<file path="src/hw/rtl/seam_cumulative_energy_top_assert.svh">
// Assertion macros shared by the seam cumulative energy RTL.
// Included by the modules that carry concurrent checks; no other dependencies.
// Define NO_ASSERTIONS to compile the checks out.
`ifndef SEAM_CUMULATIVE_ENERGY_TOP_ASSERT_SVH
`define SEAM_CUMULATIVE_ENERGY_TOP_ASSERT_SVH
`ifndef NO_ASSERTIONS
// Same-cycle implication, disabled while reset is asserted.
`define SCE_ASSERT_NOW(label, clk, rstn, ante, cons, msg) \
    label: assert property (@(posedge clk) disable iff (!rstn) (ante) |-> (cons)) \
        else $error(msg);
// Next-cycle implication, disabled while reset is asserted.
`define SCE_ASSERT_NEXT(label, clk, rstn, ante, cons, msg) \
    label: assert property (@(posedge clk) disable iff (!rstn) (ante) |=> (cons)) \
        else $error(msg);
`else
`define SCE_ASSERT_NOW(label, clk, rstn, ante, cons, msg)
`define SCE_ASSERT_NEXT(label, clk, rstn, ante, cons, msg)
`endif
`endif

</file>
<file path="src/hw/rtl/sce_queue.sv">
// Small register FIFO that decouples the front end from the back end.
// Uses the assertion macro header.
`include "seam_cumulative_energy_top_assert.svh"
module sce_queue #(
    parameter int WIDTH = 42,
    parameter int DEPTH = 2
) (
    input  logic             aclk,
    input  logic             aresetn,
    input  logic             push,
    input  logic [WIDTH-1:0] push_data,
    output logic             full,
    input  logic             pop,
    output logic             not_empty,
    output logic [WIDTH-1:0] head_data
);

    localparam int PtrW   = (DEPTH > 1) ? $clog2(DEPTH) : 1;
    localparam int CountW = $clog2(DEPTH + 1);

    logic [WIDTH-1:0]  entry_reg [DEPTH];
    logic [PtrW-1:0]   wr_ptr_reg, wr_ptr_next;
    logic [PtrW-1:0]   rd_ptr_reg, rd_ptr_next;
    logic [CountW-1:0] count_reg, count_next;
    logic              do_push, do_pop;

    assign full      = (count_reg == CountW'(DEPTH));
    assign not_empty = (count_reg != '0);
    assign do_push   = push && !full;
    assign do_pop    = pop && not_empty;
    assign head_data = entry_reg[rd_ptr_reg];

    // pointer and fill count update
    always_comb begin
        wr_ptr_next = wr_ptr_reg;
        rd_ptr_next = rd_ptr_reg;
        count_next  = count_reg;
        if (do_push) begin
            wr_ptr_next = (wr_ptr_reg == PtrW'(DEPTH - 1)) ? '0 : wr_ptr_reg + 1'b1;
        end
        if (do_pop) begin
            rd_ptr_next = (rd_ptr_reg == PtrW'(DEPTH - 1)) ? '0 : rd_ptr_reg + 1'b1;
        end
        if (do_push && !do_pop) begin
            count_next = count_reg + 1'b1;
        end else if (do_pop && !do_push) begin
            count_next = count_reg - 1'b1;
        end
    end

    always_ff @(posedge aclk) begin
        if (!aresetn) begin
            wr_ptr_reg <= '0;
            rd_ptr_reg <= '0;
            count_reg  <= '0;
        end else begin
            wr_ptr_reg <= wr_ptr_next;
            rd_ptr_reg <= rd_ptr_next;
            count_reg  <= count_next;
        end
    end

    // storage needs no reset
    always_ff @(posedge aclk) begin
        if (do_push) begin
            entry_reg[wr_ptr_reg] <= push_data;
        end
    end

    `SCE_ASSERT_NEXT(a_queue_fill, aclk, aresetn, do_push && !do_pop, not_empty, "queue empty after a push")

endmodule

</file>
<file path="config.mk">
export PLATFORM = sky130hd
export DESIGN_NAME = sce_queue
export DESIGN_NICKNAME = d
export VERILOG_FILES = /design/src/hw/rtl/sce_queue.sv
export VERILOG_INCLUDE_DIRS = /design/src /design/src/hw/rtl
export SDC_FILE = /design/constraint.sdc
export NUM_CORES = 1
export LEC_CHECK = 0
export ABC_CLOCK_PERIOD_IN_PS = 7430
export CAP_MARGIN = 20
export CORE_ASPECT_RATIO = 0.75
export CORE_UTILIZATION = 55
export CTS_CLUSTER_SIZE = 20
export DETAILED_ROUTE_END_ITERATION = 7
export DONT_BUFFER_PORTS = 1
export GPL_TIMING_DRIVEN = 0
export PLACE_DENSITY = 0.7
export SLEW_MARGIN = 20
export SYNTH_ARGS = -nofsm -noshare
export SYNTH_HDL_FRONTEND = slang
export SYNTH_SLANG_ARGS = --single-unit
</file>
<file path="constraint.sdc">
create_clock -name aclk -period 7.43 [get_ports aclk]
set_clock_uncertainty 0.2 [all_clocks]
set_input_delay 0.743 -clock aclk [delete_from_list [all_inputs] [get_ports aclk]]
set_output_delay 0.743 -clock aclk [all_outputs]
set_load 0.1 [all_outputs]
</file>
## Yosys cells after proc, flatten, opt, wreduce, memory -nomap -nowiden

Memory sizes are Yosys's and may differ from the RTL's. A register that Yosys moved wholly into a read port is not among the register bits.
Cells that the tools add are included.

| operators by class | value |
|---|---|
| multiplexer cells | 8 |
| reductions and logical operators | 9 |
| eq/ne operators | 1 |
| $add $sub $neg | 4 |

Operators by type and width:

| cell | count |
|---|---|
| 2-to-1 mux 1 bit | 6 |
| logical AND 1 bit | 4 |
| 2-to-1 mux 2 bit | 2 |
| nonzero test 2 bit | 2 |
| zero test 1 bit | 3 |
| adder 1 bit, second input constant | 2 |
| adder 2 x 1 -> 2 bit, second input constant | 1 |
| == test 2 bit, second input constant | 1 |
| subtractor 2 x 1 -> 2 bit, second input constant | 1 |

| word-level totals | value |
|---|---|
| memories kept | 1 |
| input bits | 46 |
| output and inout port bits | 44 |
| RAM bits | 84 |
| bits in registers | 4 |
| logic and storage cells | 26 |

Memories:

| name | depth | width | read ports | clocked after memory_dff | write ports | RTL line | source |
|---|---|---|---|---|---|---|---|
| entry_reg | 2 | 42 | 1 | 1 | 1 | sce_queue.sv:21 | `logic [WIDTH-1:0] entry_reg [DEPTH];` |

## Longest topological paths before layout

Gate-level depths: netlist of the first run.

| depth | value |
|---|---|
| depth in word-level cells | 7 |
| gate-level depth with buffers | 7 |
| depth with buffers taken out | 7 |

## Least setup slack after synthesis of the first run

OpenSTA, ideal clock, no wires.

| path | value |
|---|---|
| path kind | input -> register |
| from | input push |
| to | memory entry_reg[0][0] (enable) |
| path slack | 4.297 ns |
| stages on the path | 2 |
| arrival | 2.497 ns |
| data required time | 6.794 ns |
| cells stage by stage | inv_1 -> nor3_2 |

| on the way | value |
|---|---|
| longest elaborated chain between the ends | 3 |

Ends and longest elaborated chain:

| element | RTL line | source |
|---|---|---|
| start, declared | sce_queue.sv:10 | `input logic push,` |
| logical AND 1 bit | sce_queue.sv:29 | `assign do_push = push && !full;` |
| 2-to-1 mux 1 bit | sce_queue.sv:65 | `if (do_push) begin` |
| 2-to-1 mux 1 bit (implied by the code) | sce_queue.sv:66 | `entry_reg[wr_ptr_reg] <= push_data;` |
| end, declared | sce_queue.sv:21 |  |

No other way between the ends.

==> impl_metrics.toml, run 1 <==
[synth]
netlist_area_sq_um = 3260
synthTopCellsByCount = "edfxtp_1 (84), mux2_2 (42), buf_2 (5), dfxtp_1 (5), and2_1 (3)"
synth_most_common_cell = "edfxtp_1"
yosysSeqAreaShare_pct = 80.5
synth_cell_type_count = 21
synthCells = 156
avgSynthCellArea_sq_um = 20.9
synth_flop_cell = "edfxtp_1"
synth_edf_count = 84
synth_top_area_cell = "edfxtp_1"
synth_area_leaders = "edfxtp_1 (77%), mux2_2 (15%), dfxtp_1 (3.1%)"
synth_seq_cells = 89
synth_nets = 203
ys_warn_count = 0
async_flop_share_pct = 0
yosysTopAreaCellShare_pct = 77.4

[route]
drt_iter0_drc = 48
wirelength_um = 4960
first_pass_iters = 4
vias = 1360
via_per_inst = 5.44
wire_per_inst_um = 19.8
post-route-drc-count = 0
drtAntennaViolNets = 0

[finish]
stdcell_count = 250
drive_gt1_share_pct = 38.3
fin_nets = 217
area.growth.synth_to_final_pct = 10.8
design_area_sq_um = 3610
num_antenna_cells = 0
largest_reg_flops = 84

[cts]
cts_made_buffers = 9
cts_sinks = 89
clockBufferDepth = 2
ctsResizeCount = 0
path_clk_slew_ns = 0.08
ctsHoldBuffers = 0
clockRootBuffer = "clkbuf_8"
postCtsSetupBuffers = 0
cts_tree = "done"
h-tree-depth = 3
clk_latency_ns = 0.34

[critical_path]
path_buf_inv = 2
crit_fanout = 10
crit_chain = "buf_2, buf_2, mux2_2"
worstSetupEndpointType = "output port"
regToRegSetupSlack_ns = 5.15
crit_family = "multiplexers"
max_stage_delay_ns = 0.59
critPathKind = "reg2out"
r2r_cells = 4
path_common_cell = "buf_2"
critPathLaunchType = "flip-flop"
worstReg2RegStart = "count_reg[0]"
cp.required_ns = 6.49
rr_endpoint = "entry_reg[0][33]"
cp.arrival_ns = 1.66
slowest_stage = "mux2_2"

[timing]
rsz0062_at_grt = "false"
whs_ns = 0.290
setup_viol = 0
tns_ns = 0
maxSlewViolCount = 0
fmax_ghz = 0.384
slew_headroom_pct = 46.7
worstMarginPinSlew_ns = 0.797
fin_crit_ns = 2.60
hold_violations = 0
fin_crit_sh_pct = 35.0

[placement]
port-buffer-count = 0
dp_hpwl_um = 3550
place.gp.congestion = 0.665
placed_cell_area_sq_um = 3420
place_inst = 234

[floorplan]
die_height_um = 68.6
io_pins = 90
initial_core_util_pct = 58.9
num_rows = 23
core_area_sq_um = 5530
die_w_um = 90.9
die-area_sq_um = 6240

[run_status]
status = "complete, no violations"

[worst_hold_path]
worstHoldStart = "push_data[16]"
holdPathEnd = "entry_reg[1][16]"
min_path_type = "in2reg"
holdPathStages = 0

[global_route]
antenna_found_initial = 0
grt_max_degree = 29
grt_pass1_wl_um = 7010
grt_use_total_pct = 16.5
first_global_vias = 1367
grt_overflow = 0

[flow_run]
drv_cap = 0
## through the flow
| stage | util, % | worst slack (ns) |
|---|---|---|
| 2_1_floorplan | - | 4.30 |
| 3_3_place_gp | 60.6 | 3.63 |
| 3_5_place_dp | 61.9 | 5.13 |
| 4_1_cts | 65.3 | 4.79 |
| 5_1_grt | 65.3 | 4.72 |
| 6_report | 65.3 | 4.83 |
## worst max-delay path by stage
stage	start	to	slack, ns	depth (start not counted)
after detailed placement	count_reg[0]	entry_reg[0][10]	5.13	4
after CTS	flip-flop	head_data[7]	4.79	3
after global placement	count_reg[0]	entry_reg[0][12]	3.63	3
final	flip-flop	head_data[7]	4.83	3
after global routing	flip-flop	head_data[7]	4.72	3
after floorplan	push	entry_reg[0][0]	4.30	2
## layout make-up
class,count,area (sq um)
Fill cell,388,1920
Multi-Input combinational cell,60,609
Tap cell,75,93.8
Timing Repair Buffer,3,62.6
Buffer,5,25.0
Clock buffer,11,131
Sequential cell,89,2620
Clock inverter,5,56.3
Inverter,2,7.51
## layout by cell type, fill, tap and decap left out, types with 2 or more instances in the layout
cell type,synthesis,layout
dfxtp_1,5,5
and2_1,3,3
xnor2_1,2,2
clkbuf_8,0,9
clkinvlp_4,0,3
mux2_2,42,42
clkbuf_1,0,2
edfxtp_1,84,84
buf_2,5,5
## cells by family (layout without fill, tap and decap cells)
group,after synthesis,count (layout),synth area share (%)
adders and majority gates,1,1,0.384
buffers and inverters,7,26,0.999
AOI/OAI and AO/OA,5,5,0.999
and+or+nand+nor,9,9,1.77
DFF,89,89,80.5
xor gates and xnor gates,3,3,0.807
muxes,42,42,14.5
## per-layer routing
layer,up-vias,global-route usage (%),routed length [um]
li1,632,-,-
met2,61,29.0,2620
met5,-,0,0
met4,0,6.75,51
met3,5,11.2,515
met1,662,15.5,1770
Power of run 1 is not shown: default switching activity piles up to over one toggle a cycle in this logic, so the estimate is an artifact.
==> run 2, diff against run 1 <==
ABC_CLOCK_PERIOD_IN_PS = 2600   (was 7430)
clock period = 2.6 ns   (was 7.43 ns; I/O delays follow)
==> run 2 against run 1 <==
First-iteration DRC count is 60% higher; critical endpoint is now count_reg[1]; count of clock-buffer cells in the layout stayed put; critical path depth is 3 higher; largest cell class unchanged; cell area is 12% higher; sequential share of layout area is 7.9 points lower; non-clock buffer count is 46 higher.
==> impl_metrics.toml, run 2 (synthesis gave the netlist of run 1 again) <==
[run_status]
status = "complete, no violations"

[floorplan]
die_w_um = 90.9
core_area_sq_um = 5530
die-area_sq_um = 6240
io_pins = 90
num_rows = 23
die_height_um = 68.6
initial_core_util_pct = 58.9

[critical_path]
cp.arrival_ns = 2.23
path_buf_inv = 1
r2r_cells = 6
crit_fanout = 5
regToRegSetupSlack_ns = 0.44
crit_chain = "nand2b_1, inv_2, nor2_1, ha_1, or3_1, a21boi_1"
slowest_stage = "inv_2"
crit_family = "simple AND/OR/NAND/NOR gates"
max_stage_delay_ns = 0.41
critPathLaunchType = "flip-flop"
worstSetupEndpointType = "flip-flop"
worstReg2RegStart = "count_reg[0]"
cp.required_ns = 2.67
rr_endpoint = "count_reg[1]"
critPathKind = "reg2reg"

[placement]
place.gp.congestion = 0.694
dp_hpwl_um = 3310
port-buffer-count = 0
place_inst = 234

[global_route]
antenna_found_initial = 0
grt_use_total_pct = 17.2
grt_pass1_wl_um = 7530
grt_max_degree = 25
first_global_vias = 1515
grt_overflow = 0

[finish]
num_antenna_cells = 0
area.growth.synth_to_final_pct = 24.3
layout_commonest_cell = "edfxtp_1"
final_util_pct = 73.3
drive_gt1_share_pct = 30.5
largest_reg_flops = 84
num-fill-cells = 334
stdcell_count = 295
most-common-layout-cells = "edfxtp_1 (84), dlygate4sd3_1 (44), mux2_2 (42), clkbuf_8 (9)"
fin_nets = 263

[cts]
cts_made_buffers = 9
ctsResizeCount = 0
h-tree-depth = 3
clockRootBuffer = "clkbuf_8"
path_clk_slew_ns = 0.07
cts_sinks = 89
clockBufferDepth = 2
clk_latency_ns = 0.34
cts_tree = "done"

[worst_hold_path]
holdPathEnd = "rd_ptr_reg"
holdPathStages = 3
worstHoldStart = "pop"
min_path_type = "in2reg"

[timing]
slew_headroom_pct = 64.0
fin_crit_ns = 2.16
worstMarginPinSlew_ns = 0.543
fmax_ghz = 0.464
rsz0062_at_grt = "false"
hold_violations = 0
setup_viol = 0
maxSlewViolCount = 0
fin_crit_sh_pct = 82.9

[route]
drt_iter0_drc = 77
wirelength_um = 5090
via_per_inst = 5.20
first_pass_iters = 4
wire_per_inst_um = 17.2
post-route-drc-count = 0
drtAntennaViolNets = 0
vias = 1533

[flow_run]
drv_cap = 0
-- run 2: changes by cell type in the layout (fill, tap and decap cells not counted), sizes merged --
cell / previous run / this run
dlygate4sd3: 0 / 44
buf: 8 / 10
clkinvlp: 3 / 1
clkinv: 1 / 2
-- run 2: how the worst max path moves through the flow --
stage            startpoint               to  slack, ns  cells past startpoint
6_report       count_reg[0]     count_reg[1]       0.44                      6
5_1_grt        count_reg[0]     count_reg[1]       0.34                      6
4_1_cts        count_reg[0]       wr_ptr_reg       0.07                      5
3_5_place_dp   count_reg[0]  entry_reg[0][6]       0.32                      4
3_3_place_gp   count_reg[0]  entry_reg[0][6]      -0.30                      3
2_1_floorplan  count_reg[0]  entry_reg[0][0]       0.13                      3
-- run 2: worst reg2reg max path, stage by stage (launching register included) --
cell,delay [ns]
dfxtp_1,0.35
nand2b_1,0.20
inv_2,0.41
nor2_1,0.08
ha_1,0.33
or3_1,0.36
a21boi_1,0.15
-- run 2: layer usage --
metal  vias up  global-route usage (%)  routed length (um)  part of all wire [%]
li1        722                       -                   -                     -
met1       752                    18.2                2000                    39
met2        54                    31.2                2670                    52
met3         5                    9.32                 381                   7.5
met4         0                    4.17                  36                  0.71
met5         -                       0                   0                     0
-- run 2: stage by stage --
stage	setup WS, ns	area [sq um]	hold WS, ns	setup TNS (ns)
after floorplan	0.130	3260	0.159	0
after global placement	-0.299	3360	0.159	-14.12
after detailed placement	0.325	3420	0.159	0
after CTS	0.0690	4030	0.0981	0
after global routing	0.345	4050	0.114	0
final	0.445	4050	0.114	0
-- run 2: area by class of cell --
type,count,area [sq um],share of cell area (%)
Sequential cell,89,2620,64.8
Multi-Input combinational cell,60,609,15.1
Timing Repair Buffer,49,513,12.7
Clock buffer,11,131,3.25
Tap cell,75,93.8,2.32
Clock inverter,4,45.0,1.11
Buffer,5,25.0,0.618
Inverter,2,7.51,0.185
-- run 2: timing repair --
action | in CTS | in global routing
hold buffers | 44 | 0
endpoints found under the setup margin | 0 | 1
hold endpoints to repair | 89 | 0
buffers inserted | 0 | 2
Power of run 2 is left out for the same reason.
