<file path="config.mk">
export PLATFORM = sky130hd
export DESIGN_NAME = sce_front
export DESIGN_NICKNAME = d
export VERILOG_FILES = /design/src/hw/rtl/seam_cumulative_energy_top_assert.svh /design/src/hw/rtl/sce_pkg.sv /design/src/hw/rtl/sce_front.sv
export SDC_FILE = /design/constraint.sdc
export NUM_CORES = 1
export LEC_CHECK = 0
export BUFFER_PORTS_ARGS = -buffer_cell sky130_fd_sc_hd__buf_2
export CAP_MARGIN = 10
export CELL_PAD_IN_SITES_DETAIL_PLACEMENT = 1
export CELL_PAD_IN_SITES_GLOBAL_PLACEMENT = 1
export CORE_MARGIN = 8
export CORE_UTILIZATION = 31
export CTS_CLUSTER_SIZE = 8
export DETAILED_ROUTE_END_ITERATION = 8
export GPL_TIMING_DRIVEN = 0
export PLACE_DENSITY_LB_ADDON = 0.1
export SYNTH_ARGS = -nofsm -noshare
export SYNTH_HDL_FRONTEND = slang
export SYNTH_SLANG_ARGS = --single-unit
</file>
<file path="constraint.sdc">
create_clock -name aclk -period 4.75 [get_ports aclk]
set_clock_uncertainty 0.1 [all_clocks]
set_input_delay 0.2375 -clock aclk [delete_from_list [all_inputs] [get_ports aclk]]
set_output_delay 0.2375 -clock aclk [all_outputs]
set_load 0.005 [all_outputs]
</file>
<file path="src/hw/rtl/seam_cumulative_energy_top_assert.svh">
// Assertion macros shared by the seam cumulative energy RTL.
// Included by the modules that carry concurrent checks; no other dependencies.
// Define NO_ASSERTIONS to compile the checks out.
`ifndef SEAM_CUMULATIVE_ENERGY_TOP_ASSERT_SVH
`define SEAM_CUMULATIVE_ENERGY_TOP_ASSERT_SVH
`ifndef NO_ASSERTIONS
// Same-cycle implication, disabled while reset is asserted.
`define SCE_ASSERT_NOW(label, clk, rstn, ante, cons, msg) \
    label: assert property (@(posedge clk) disable iff (!rstn) (ante) |-> (cons)) \
        else $error(msg);
// Next-cycle implication, disabled while reset is asserted.
`define SCE_ASSERT_NEXT(label, clk, rstn, ante, cons, msg) \
    label: assert property (@(posedge clk) disable iff (!rstn) (ante) |=> (cons)) \
        else $error(msg);
`else
`define SCE_ASSERT_NOW(label, clk, rstn, ante, cons, msg)
`define SCE_ASSERT_NEXT(label, clk, rstn, ante, cons, msg)
`endif
`endif

</file>
<file path="src/hw/rtl/sce_pkg.sv">
// Shared types and constants for the seam cumulative energy block.
// No dependencies; imported by the top level, the front end and the back end.
package sce_pkg;

    // fixed field widths
    localparam int PIXEL_ENERGY_W = 24;
    localparam int TOTAL_W        = 32;
    localparam int PARENT_W       = 13;
    localparam int SIZE_W         = 13;
    localparam int ROW_W          = 12;
    localparam int MAX_ROWS       = 4096;
    localparam int CFG_IDX_W      = 2;
    localparam int CFG_DATA_W     = 32;
    localparam int QUEUE_DEPTH    = 2;

    // parent code for "no parent"
    localparam logic [PARENT_W-1:0] NO_PARENT = {PARENT_W{1'b1}};

    // configuration register indexes
    typedef enum logic [CFG_IDX_W-1:0] {
        REG_NUM_COLUMNS     = 2'd0,
        REG_NUM_ROWS        = 2'd1,
        REG_MARGIN_ENERGY   = 2'd2,
        REG_INFINITY_ENERGY = 2'd3
    } cfg_reg_t;

    // configuration register file contents
    typedef struct packed {
        logic [SIZE_W-1:0]     num_columns;
        logic [SIZE_W-1:0]     num_rows;
        logic [CFG_DATA_W-1:0] margin_energy;
        logic [CFG_DATA_W-1:0] infinity_energy;
    } cfg_t;

    // per-pixel classification produced by the front end
    typedef struct packed {
        logic first_row;
        logic has_left;
        logic has_right;
        logic last_of_image;
        logic marked;
    } pix_flags_t;

endpackage

</file>
<file path="src/hw/rtl/sce_front.sv">
// Front end: accepts pixels, tracks row and column, classifies each pixel.
// Depends on sce_pkg.
module sce_front
    import sce_pkg::*;
#(
    parameter int MAX_COLUMNS = 4096
) (
    input  logic                          aclk,
    input  logic                          aresetn,
    input  cfg_t                          cfg,
    input  logic                          s_tvalid,
    output logic                          s_tready,
    input  logic [PIXEL_ENERGY_W-1:0]     pixel_energy,
    input  logic                          marked,
    input  logic                          q_full,
    output logic                          push,
    output logic [$clog2(MAX_COLUMNS)-1:0] push_col,
    output logic [PIXEL_ENERGY_W-1:0]     push_energy,
    output pix_flags_t                    push_flags
);

    localparam int ColW = $clog2(MAX_COLUMNS);

    logic [ColW-1:0]  col_reg, col_next;
    logic [ROW_W-1:0] row_reg, row_next;
    logic [ColW-1:0]  last_col, col;
    logic [ROW_W-1:0] last_row, row;
    logic             at_last_col, at_last_img;

    // effective image size: columns clamped to what the line buffer holds, rows to MAX_ROWS
    always_comb begin
        if (cfg.num_columns == '0) begin
            last_col = '0;
        end else if (32'(cfg.num_columns) > 32'(MAX_COLUMNS)) begin
            last_col = ColW'(MAX_COLUMNS - 1);
        end else begin
            last_col = ColW'(cfg.num_columns - 1'b1);
        end
        if (cfg.num_rows == '0) begin
            last_row = '0;
        end else if (32'(cfg.num_rows) > 32'(MAX_ROWS)) begin
            last_row = ROW_W'(MAX_ROWS - 1);
        end else begin
            last_row = ROW_W'(cfg.num_rows - 1'b1);
        end
    end

    // position of this pixel, saturated after a size change
    assign col         = (col_reg > last_col) ? last_col : col_reg;
    assign row         = (row_reg > last_row) ? last_row : row_reg;
    assign at_last_col = (col == last_col);
    assign at_last_img = at_last_col && (row == last_row);

    assign s_tready    = !q_full;
    assign push        = s_tvalid && !q_full;
    assign push_col    = col;
    assign push_energy = pixel_energy;

    always_comb begin
        push_flags.first_row     = (row == '0);
        push_flags.has_left      = (col != '0);
        push_flags.has_right     = !at_last_col;
        push_flags.last_of_image = at_last_img;
        push_flags.marked        = marked;
    end

    // raster position advance
    always_comb begin
        col_next = col_reg;
        row_next = row_reg;
        if (push) begin
            if (at_last_col) begin
                col_next = '0;
                row_next = at_last_img ? '0 : row + 1'b1;
            end else begin
                col_next = col + 1'b1;
                row_next = row;
            end
        end
    end

    always_ff @(posedge aclk) begin
        if (!aresetn) begin
            col_reg <= '0;
            row_reg <= '0;
        end else begin
            col_reg <= col_next;
            row_reg <= row_next;
        end
    end

endmodule

</file>
; After elaboration in Yosys (flattened, before gate mapping)
; Cells that the tools add are included.
[op_classes]
n_addsub = 4
n_eq_ne = 2
n_lt_le_gt_ge = 4
n_reduce_logical = 8
mux = 9
[ops]
columns = cell, count
row1 = two-way mux 12 bit, 9
row2 = "> comparator 13 bit, second input constant", 2
row3 = logical NOT 13 bit, 2
row4 = "adder 12 x 1 -> 12 bit, second input constant", 2
row5 = equality test 12 bit, 2
row6 = > comparator 12 bit, 2
row7 = "subtractor 12 x 1 -> 12 bit, second input constant", 2
row8 = logical NOT 12 bit, 1
row9 = nonzero test 12 bit, 1
row10 = logical AND 1 bit, 2
row11 = logical NOT 1 bit, 2
[totals]
word_cells = 29
out_inout_bits = 43
regBits = 24

; Logic depth before layout (Yosys ltp)
; Gate-level depths: netlist of run 1.
[depth]
ltp_word = 9
mapped_depth = 25

; Worst setup path after synthesis of run 1
; Ideal clock, no wire load.
[synth_path]
path_kind = input -> register
from = in cfg[83] (netlist bit)
to = reg col_reg[10]
setup_time_ns = 0.123
path_buffers = 3
t_arrival_ns = 4.927
cell_stages = 23
setup_slack_ns = -0.400
required_ns = 4.527
cell_sequence = or4_1 clkbuf_2 nor4_2 a21oi_1 a2bb2oi_1 inv_1 ha_1 a21o_1 a21o_1 a21oi_1 or2_2 a31oi_1 clkbuf_1 buf_1 nor2_1 a21oi_1 ha_1 nand3_1 mux2i_1 nand2_1 nor4_1 xnor2_1 o21ai_0
[synth_between]
elab_chain_cells = 7
[synth_lines]
columns = element, line
row1 = start: declaration, sce_front.sv:10  ; input cfg_t cfg,
row2 = subtractor 12 x 1 -> 12 bit / > comparator 13 bit (equally long branches), "sce_front.sv:37, sce_front.sv:34"
row3 = two-way mux 12 bit, sce_front.sv:34  ; end else if (32'(cfg.num_columns) > 32'(MAX_COLUMNS)) begin
row4 = two-way mux 12 bit (*), sce_front.sv:32  ; if (cfg.num_columns == '0) begin
row5 = > comparator 12 bit, sce_front.sv:49  ; assign col = (col_reg > last_col) ? last_col : col_reg;
row6 = two-way mux 12 bit (*), sce_front.sv:49
row7 = named net push_col[1], sce_front.sv:17  ; output logic [$clog2(MAX_COLUMNS)-1:0] push_col,
row8 = adder 12 x 1 -> 12 bit / equality test 12 bit (equally long branches), "sce_front.sv:76, sce_front.sv:51"
row9 = two-way mux 12 bit (*), sce_front.sv:72  ; if (at_last_col) begin
row10 = end signal: assignment, sce_front.sv:87  ; col_reg <= col_next;
row11 = end: declaration, sce_front.sv:24  ; logic [ColW-1:0] col_reg, col_next;
; Mark *: on every way through the listed nets, which the timed path passes. The rest lies on a longest branch.
; A chain may end at the register's enable or synchronous reset.

; Worst setup path in the final report of run 1
[layout_path]
from = in cfg[82] (netlist bit)
to = reg col_reg[8]
[layout_between]
elab_chain_cells = 7
[layout_lines]
columns = element, line
row1 = subtractor 12 x 1 -> 12 bit / > comparator 13 bit (equally long branches), "sce_front.sv:37, sce_front.sv:34"
row2 = two-way mux 12 bit, sce_front.sv:34
row3 = two-way mux 12 bit (*), sce_front.sv:32
row4 = > comparator 12 bit, sce_front.sv:49
row5 = two-way mux 12 bit, sce_front.sv:49
row6 = adder 12 x 1 -> 12 bit / equality test 12 bit (equally long branches), "sce_front.sv:76, sce_front.sv:51"
row7 = two-way mux 12 bit (*), sce_front.sv:72
; Mark *: on every way between the ends. The rest lies on a longest branch, timed or not.

==> run metrics, run 1 <==
status=finished, final reports clean; final RePlAce weighted congestion=~0.91; setup tns final=0 ps; non-filler cells, final=roughly 850; DR vias=4,828; Fin. Hold Viols=0; CTS tree=built; initial antenna violation count=0; RSZ-0062 raised after global routing=no; DR WL met2=~7800 µm; Critical R2R Launch=col_reg[1]; Crit. Startpoint=cfg[82]; WS Path Type=in2reg; chip height=roughly 130 µm; count of final max-slew check failures=0; WL per Instance=19.0 µm; WL met3=roughly 650 µm; total power=0.686 mW; number of flops mapped to enable cells by yosys=0; Post-Synthesis Cells=roughly 600; first-pass GRT wire length=26,300 µm; synthesized area per cell=between 6 and 7 µm²; Nets=820; max-cap violations=0; Yosys top cell area share=11.6%; Setup violations, final=0; Tcrit/Tclk final=between 90 and 100%; Worst Hold Class=in2reg; hold buffers post-CTS=0; Post-DRT Antenna Nets=0; DPL Wire Length=~13,000 µm; post-synth cell types=70; I/O Pins=162; Via density=around 5.7; I/O Buffers=63; yosys warns=0; DR top layer=met4; Starting Density=between 30% and 40%; pin count of the biggest net entering global routing=15; die area=about 17,000 µm²; FF/Latch Area=480 µm²; area of the multi-input gates=about 3400 µm²; ant diodes=0; 1st-pass router iterations=4; Worst-Margin Slew=728 ps; Peak VDD IR=approximately 120 µV; CP Launch Type=primary input; largest area contributor in the netlist=dfxtp_1; top post-synthesis cells by area=dfxtp_1, ha_1, buf_4; Max transition margin=approximately 50%; sequential area share after synthesis=11.6%; die width=about 130 µm; Leakage Power=about 2.2 nW; Cells after DPL=just over 800; CP endpoint kind=flop; Total GRT Usage=around 18%; Clock Path Buffers=2; max frequency=roughly 0.22 GHz; CP Data Arrival Time=between 4000 and 5000 ps; Fillers=~1,700; number of global-route vias before repair=between 5,000 and 6,000; Setup WS pre-CTS=-1260 ps; ys async rst share=0%; area grow syn2layout=24.9%; Synth Flop Type=dfxtp_1; CTS Sinks=24; P per Cell Area=between 100 and 150 nW/µm²; gr ovfl total=0; WL met1=roughly 7400 µm; Clk pin slew, worst setup/hold paths=around 70 ps; FP Rows=42; Final min period=4470 ps; CTS Buf Count=3; Placed Area=about 4700 µm²; clk_lat worst skew=around 270 ps; Yosys reg bits=24; layout cells sized above 1=around a quarter; synthesized cell area=just over 4000 µm²; crit path max fanout=10; DRT Wirelength=about 16,000 µm; fin area=around 5200 µm²; initial drt markers=~210; Worst Hold Launch=aresetn; CTS H-tree lvls=1; core area=roughly 13,000 µm²; clock root buffer=clkbuf_16; Crit path required time=4820 ps; Net Count, Synth=between 700 and 800; Final WS setup=around 280 ps; DR DRC count=0
-- critical path: stages --
cell	delay [ps]
buf_2	140
or4_1	490
buf_2	190
or4_4	560
maj3_2	360
ha_1	190
nor2b_1	110
o21a_1	130
o21a_1	130
o21ai_2	80
a31oi_4	230
buf_8	170
buf_6	150
nor2_1	60
a21oi_2	230
ha_4	190
nand3_1	90
mux2i_2	220
nand2_2	130
o21ai_1	150
a21boi_0	90
o21a_1	200
-- layer usage --
layer  GRT usage [%]  vias to the layer above
met4            3.83                        0
met1            22.6                     2352
met5               0                        -
met3            2.36                       13
li1                -                     2354
met2            31.5                      109
-- layout make-up --
class	instances	area share (%)
Clock inverter	1	0.580
Clock buffer	3	1.45
Multi-Input combinational cell	466	66.5
Tap cell	176	4.25
Timing Repair Buffer	74	7.93
Inverter	44	3.19
Sequential cell	24	9.28
Buffer	57	6.86
-- synth_stat cells, drive strengths merged (21+ instances only) --
library cell and count:
nor3 21, nand2 41, clkbuf 29, dfxtp 24
ha 31, nor2 39, a21oi 34, buf 29
nand3 21, o21ai 38, inv 44
-- where the power goes --
| group | total [mW] | internal, mW | switching (mW) |
|---|---|---|---|
| registers | 0.207 | 0.203 | 0.00436 |
| logic | 0.232 | 0.0953 | 0.137 |
| clock network | 0.246 | 0.168 | 0.0781 |
-- cell usage in the layout (no fill, tap or decap), drive strengths merged, types with 8 or more instances in the layout --
master	instances
a211oi	8
dfxtp	24
o21a	8
clkbuf	28
o21ai	38
xnor2	17
nand2	41
nor4	17
a21o	8
mux2i	11
o31ai	8
ha	31
a31oi	11
buf	106
nand4	17
a21oi	34
a22o	8
nand3	21
or4	9
nor3	21
nor2	39
nor2b	8
inv	44
-- metrics by stage --
stage | utilization [%] | hold slack, ps
CTS | 38.2 | 279
global route | 39.4 | 323
global placement | 35.8 | 412
floorplan | - | 367
finish | 39.4 | 289
detailed placement | 35.8 | 419
-- cells by family after synthesis --
kind of cell             count (synthesis)  synth area share [%]
multiplexers                            14                  3.47
buffers and inverters                  102                  11.8
flip-flops                              24                  11.6
AND/OR/NAND/NOR                        217                  29.0
adder cells (fa/ha/maj)                 34                  10.1
AO/OA/AOI/OAI                          177                  28.9
XOR/XNOR                                24                  5.07
-- what timing repair did --
item	4_1_cts	5_1_grt
gates resized for setup	30	48
gates cloned	0	0
pin swaps	3	3
buffers inserted	10	1
endpoints found under the setup margin	23	18
-- path summary, 6_finish.rpt --
kind / end / slack (ps) / depth (start not counted)
hold / removal: row_reg[11] / 290 / 3
setup reg to reg: col_reg[8] / 1200 / 17
setup / recovery: col_reg[8] / 280 / 22
hold reg to reg: col_reg[11] / 430 / 2
No activity file was read; power rests on OpenSTA's default activity.
==> run 2: changes to the inputs <==
CELL_PAD_IN_SITES_GLOBAL_PLACEMENT = 2   (was 1)
CORE_UTILIZATION = 24   (was 31)
==> run metrics, run 2 (same netlist as run 1, synthesis figures left out) <==
chip height=147 µm (was 132 µm); Critical R2R Launch=col_reg[1] (unchanged); CTS H-tree lvls=1 (unchanged); Leakage Power=2.23 nW (was 2.18 nW); DR top layer=met4 (unchanged); Via density=5.31 (was 5.71); Total GRT Usage=15.1% (was 17.9%); I/O Pins=162 (unchanged); pin count of the biggest net entering global routing=15 (unchanged); DPL Wire Length=13,900 µm (was 12,900 µm); Tcrit/Tclk final=95.4% (was 94.0%); Final WS setup=217 ps (was 284 ps); WL met1=7300 µm (was 7360 µm); Nets=827 (was 820); Worst Hold Class=in2reg (unchanged); initial drt markers=144 (was 211); die width=147 µm (was 132 µm); initial antenna violation count=0 (unchanged); layout cells sized above 1=26.9% (was 26.2%); Crit path required time=4820 ps (about the same); P per Cell Area=131 nW/µm² (was 132 nW/µm²); Peak VDD IR=110 µV (was 122 µV); DR DRC count=0 (unchanged); reg2reg path depth=17 (unchanged); gr ovfl total=0 (unchanged); CP endpoint kind=flop (unchanged); CP Cell Sequence=buf_2 -> clkbuf_4 -> inv_1 -> ha_2 -> or4_1 -> o41ai_4 -> o41ai_4 -> ha_1 -> nand4_1 -> or2_2 -> a31oi_4 -> buf_8 -> buf_6 -> nor2_1 -> a21oi_2 -> ha_2 -> nand3_1 -> mux2i_2 -> nand2_2 -> o21ai_0 -> a21boi_0 -> o21a_1 (was buf_2 -> or4_1 -> buf_2 -> or4_4 -> maj3_2 -> ha_1 -> nor2b_1 -> o21a_1 -> o21a_1 -> o21ai_2 -> a31oi_4 -> buf_8 -> buf_6 -> nor2_1 -> a21oi_2 -> ha_4 -> nand3_1 -> mux2i_2 -> nand2_2 -> o21ai_1 -> a21boi_0 -> o21a_1); Setup violations, final=0 (unchanged); hold path cells=3 (unchanged); max frequency=0.221 GHz (was 0.224 GHz); CP Data Arrival Time=4600 ps (was 4530 ps); fin area=5280 µm² (was 5180 µm²); 1st-pass router iterations=4 (unchanged); I/O Buffers=63 (unchanged); max-cap violations=0 (unchanged); CTS Buf Count=3 (unchanged); WL per Instance=18.9 µm (was 19.0 µm); Worst Hold Launch=aresetn (unchanged); Clk pin slew, worst setup/hold paths=70 ps (about the same); final RePlAce weighted congestion=0.785 (was 0.907); r2r endpoint=col_reg[8] (unchanged); CP peak stage delay=460 ps (was 560 ps); die area=21,700 µm² (was 17,300 µm²); Worst-Margin Slew=695 ps (was 728 ps); WHS Endpoint=row_reg[11] (unchanged); CTS tree=built (unchanged); Final min period=4530 ps (was 4470 ps); first-pass GRT wire length=27,000 µm (was 26,300 µm); post-layout util=30.8% (was 39.4%); Max transition margin=53.2% (was 51.5%); most common cell after layout, fill and taps aside=buf_2 (unchanged); FP Rows=48 (was 42); WS Path Type=in2reg (unchanged); WHS=285 ps (was 289 ps); status=finished, final reports clean (unchanged); clk_lat worst skew=270 ps (about the same); commonest cells after routing, fill and taps aside=buf_2, buf_4, inv_1 (was buf_2, inv_1, nand2_1); number of global-route vias before repair=5,066 (was 5,031); DRT Wirelength=17,000 µm (was 16,000 µm); DR WL met2=8920 µm (was 7820 µm); Setup WS pre-CTS=-1290 ps (was -1260 ps); Clock Path Buffers=2 (unchanged); count of final max-slew check failures=0 (unchanged); clock root buffer=clkbuf_16 (unchanged); crit path max fanout=10 (unchanged); area grow syn2layout=27.3% (was 24.9%); register-to-register setup slack=1150 ps (was 1200 ps); ant diodes=0 (unchanged); Fin. Hold Viols=0 (unchanged); Placed Area=4760 µm² (was 4700 µm²); non-filler cells, final=901 (was 845); core area=17,100 µm² (was 13,100 µm²); Cells after DPL=880 (was 831); CTS Sinks=24 (unchanged); WL met3=557 µm (was 649 µm); Starting Density=24.2% (was 31.5%); Post-DRT Antenna Nets=0 (unchanged); CP Launch Type=primary input (unchanged); DR vias=4,787 (was 4,828); CP max stage cell=or4_1 (was or4_4)
[run 2: cell count changes in the layout (fill, tap and decap cells not counted), sizes merged]
cell / previous run / this run
buf: 106 / 113
[run 2: worst max-delay path by stage]
stage               depth (start not counted)  slack, ps             to     from
finish                                     22        220     col_reg[8]  cfg[77]
floorplan                                  25          7    col_reg[10]  cfg[77]
global placement                           20      -1200    row_reg[11]  cfg[64]
CTS                                        21         20  push_flags[4]  cfg[64]
global route                               24        -40     col_reg[8]  cfg[77]
detailed placement                         20      -1290    row_reg[11]  cfg[64]
[run 2: layer usage]
| layer | GRT usage, % | up-vias |
|---|---|---|
| li1 | - | 2371 |
| met1 | 17.4 | 2329 |
| met2 | 28.6 | 73 |
| met3 | 2.38 | 14 |
| met4 | 2.80 | 0 |
| met5 | 0 | - |
[run 2: metrics by stage]
| stage | TNS, ps | power [mW] |
|---|---|---|
| floorplan | 0 | 0.349 |
| finish | 0 | 0.689 |
| global route | -124 | 0.731 |
| global placement | -19120 | 0.424 |
| CTS | 0 | 0.688 |
| detailed placement | -20900 | 0.428 |
[run 2: critical path, delay by kind of cell]
family	cells	cell delay [ps]
simple gates	6	1260
buf+inv	5	690
fa+ha+maj	3	790
compound gates	7	1400
mux	1	230
[run 2: area by class of cell]
type / count / area, µm²
Clock buffer: 3 / 75.1
Tap cell: 225 / 282
Sequential cell: 24 / 480
Fill cell: 2129 / 11800
Buffer: 57 / 353
Multi-Input combinational cell: 466 / 3440
Timing Repair Buffer: 81 / 450
Clock inverter: 1 / 30.0
Inverter: 44 / 165
[run 2: report_power, final]
| part | internal (mW) | leakage [nW] | switching [mW] |
|---|---|---|---|
| Combinational | 0.0931 | 1.98 | 0.138 |
| Sequential | 0.203 | 0.194 | 0.00471 |
| Clock | 0.168 | 0.0511 | 0.0822 |
[run 2: what timing repair did]
item                       in CTS  in global routing
pin swaps                       3                  6
setup endpoints to repair      24                 19
gates cloned                    0                  0
gates resized for setup        35                 40
buffers inserted                9                  9
hold buffers                    0                  0
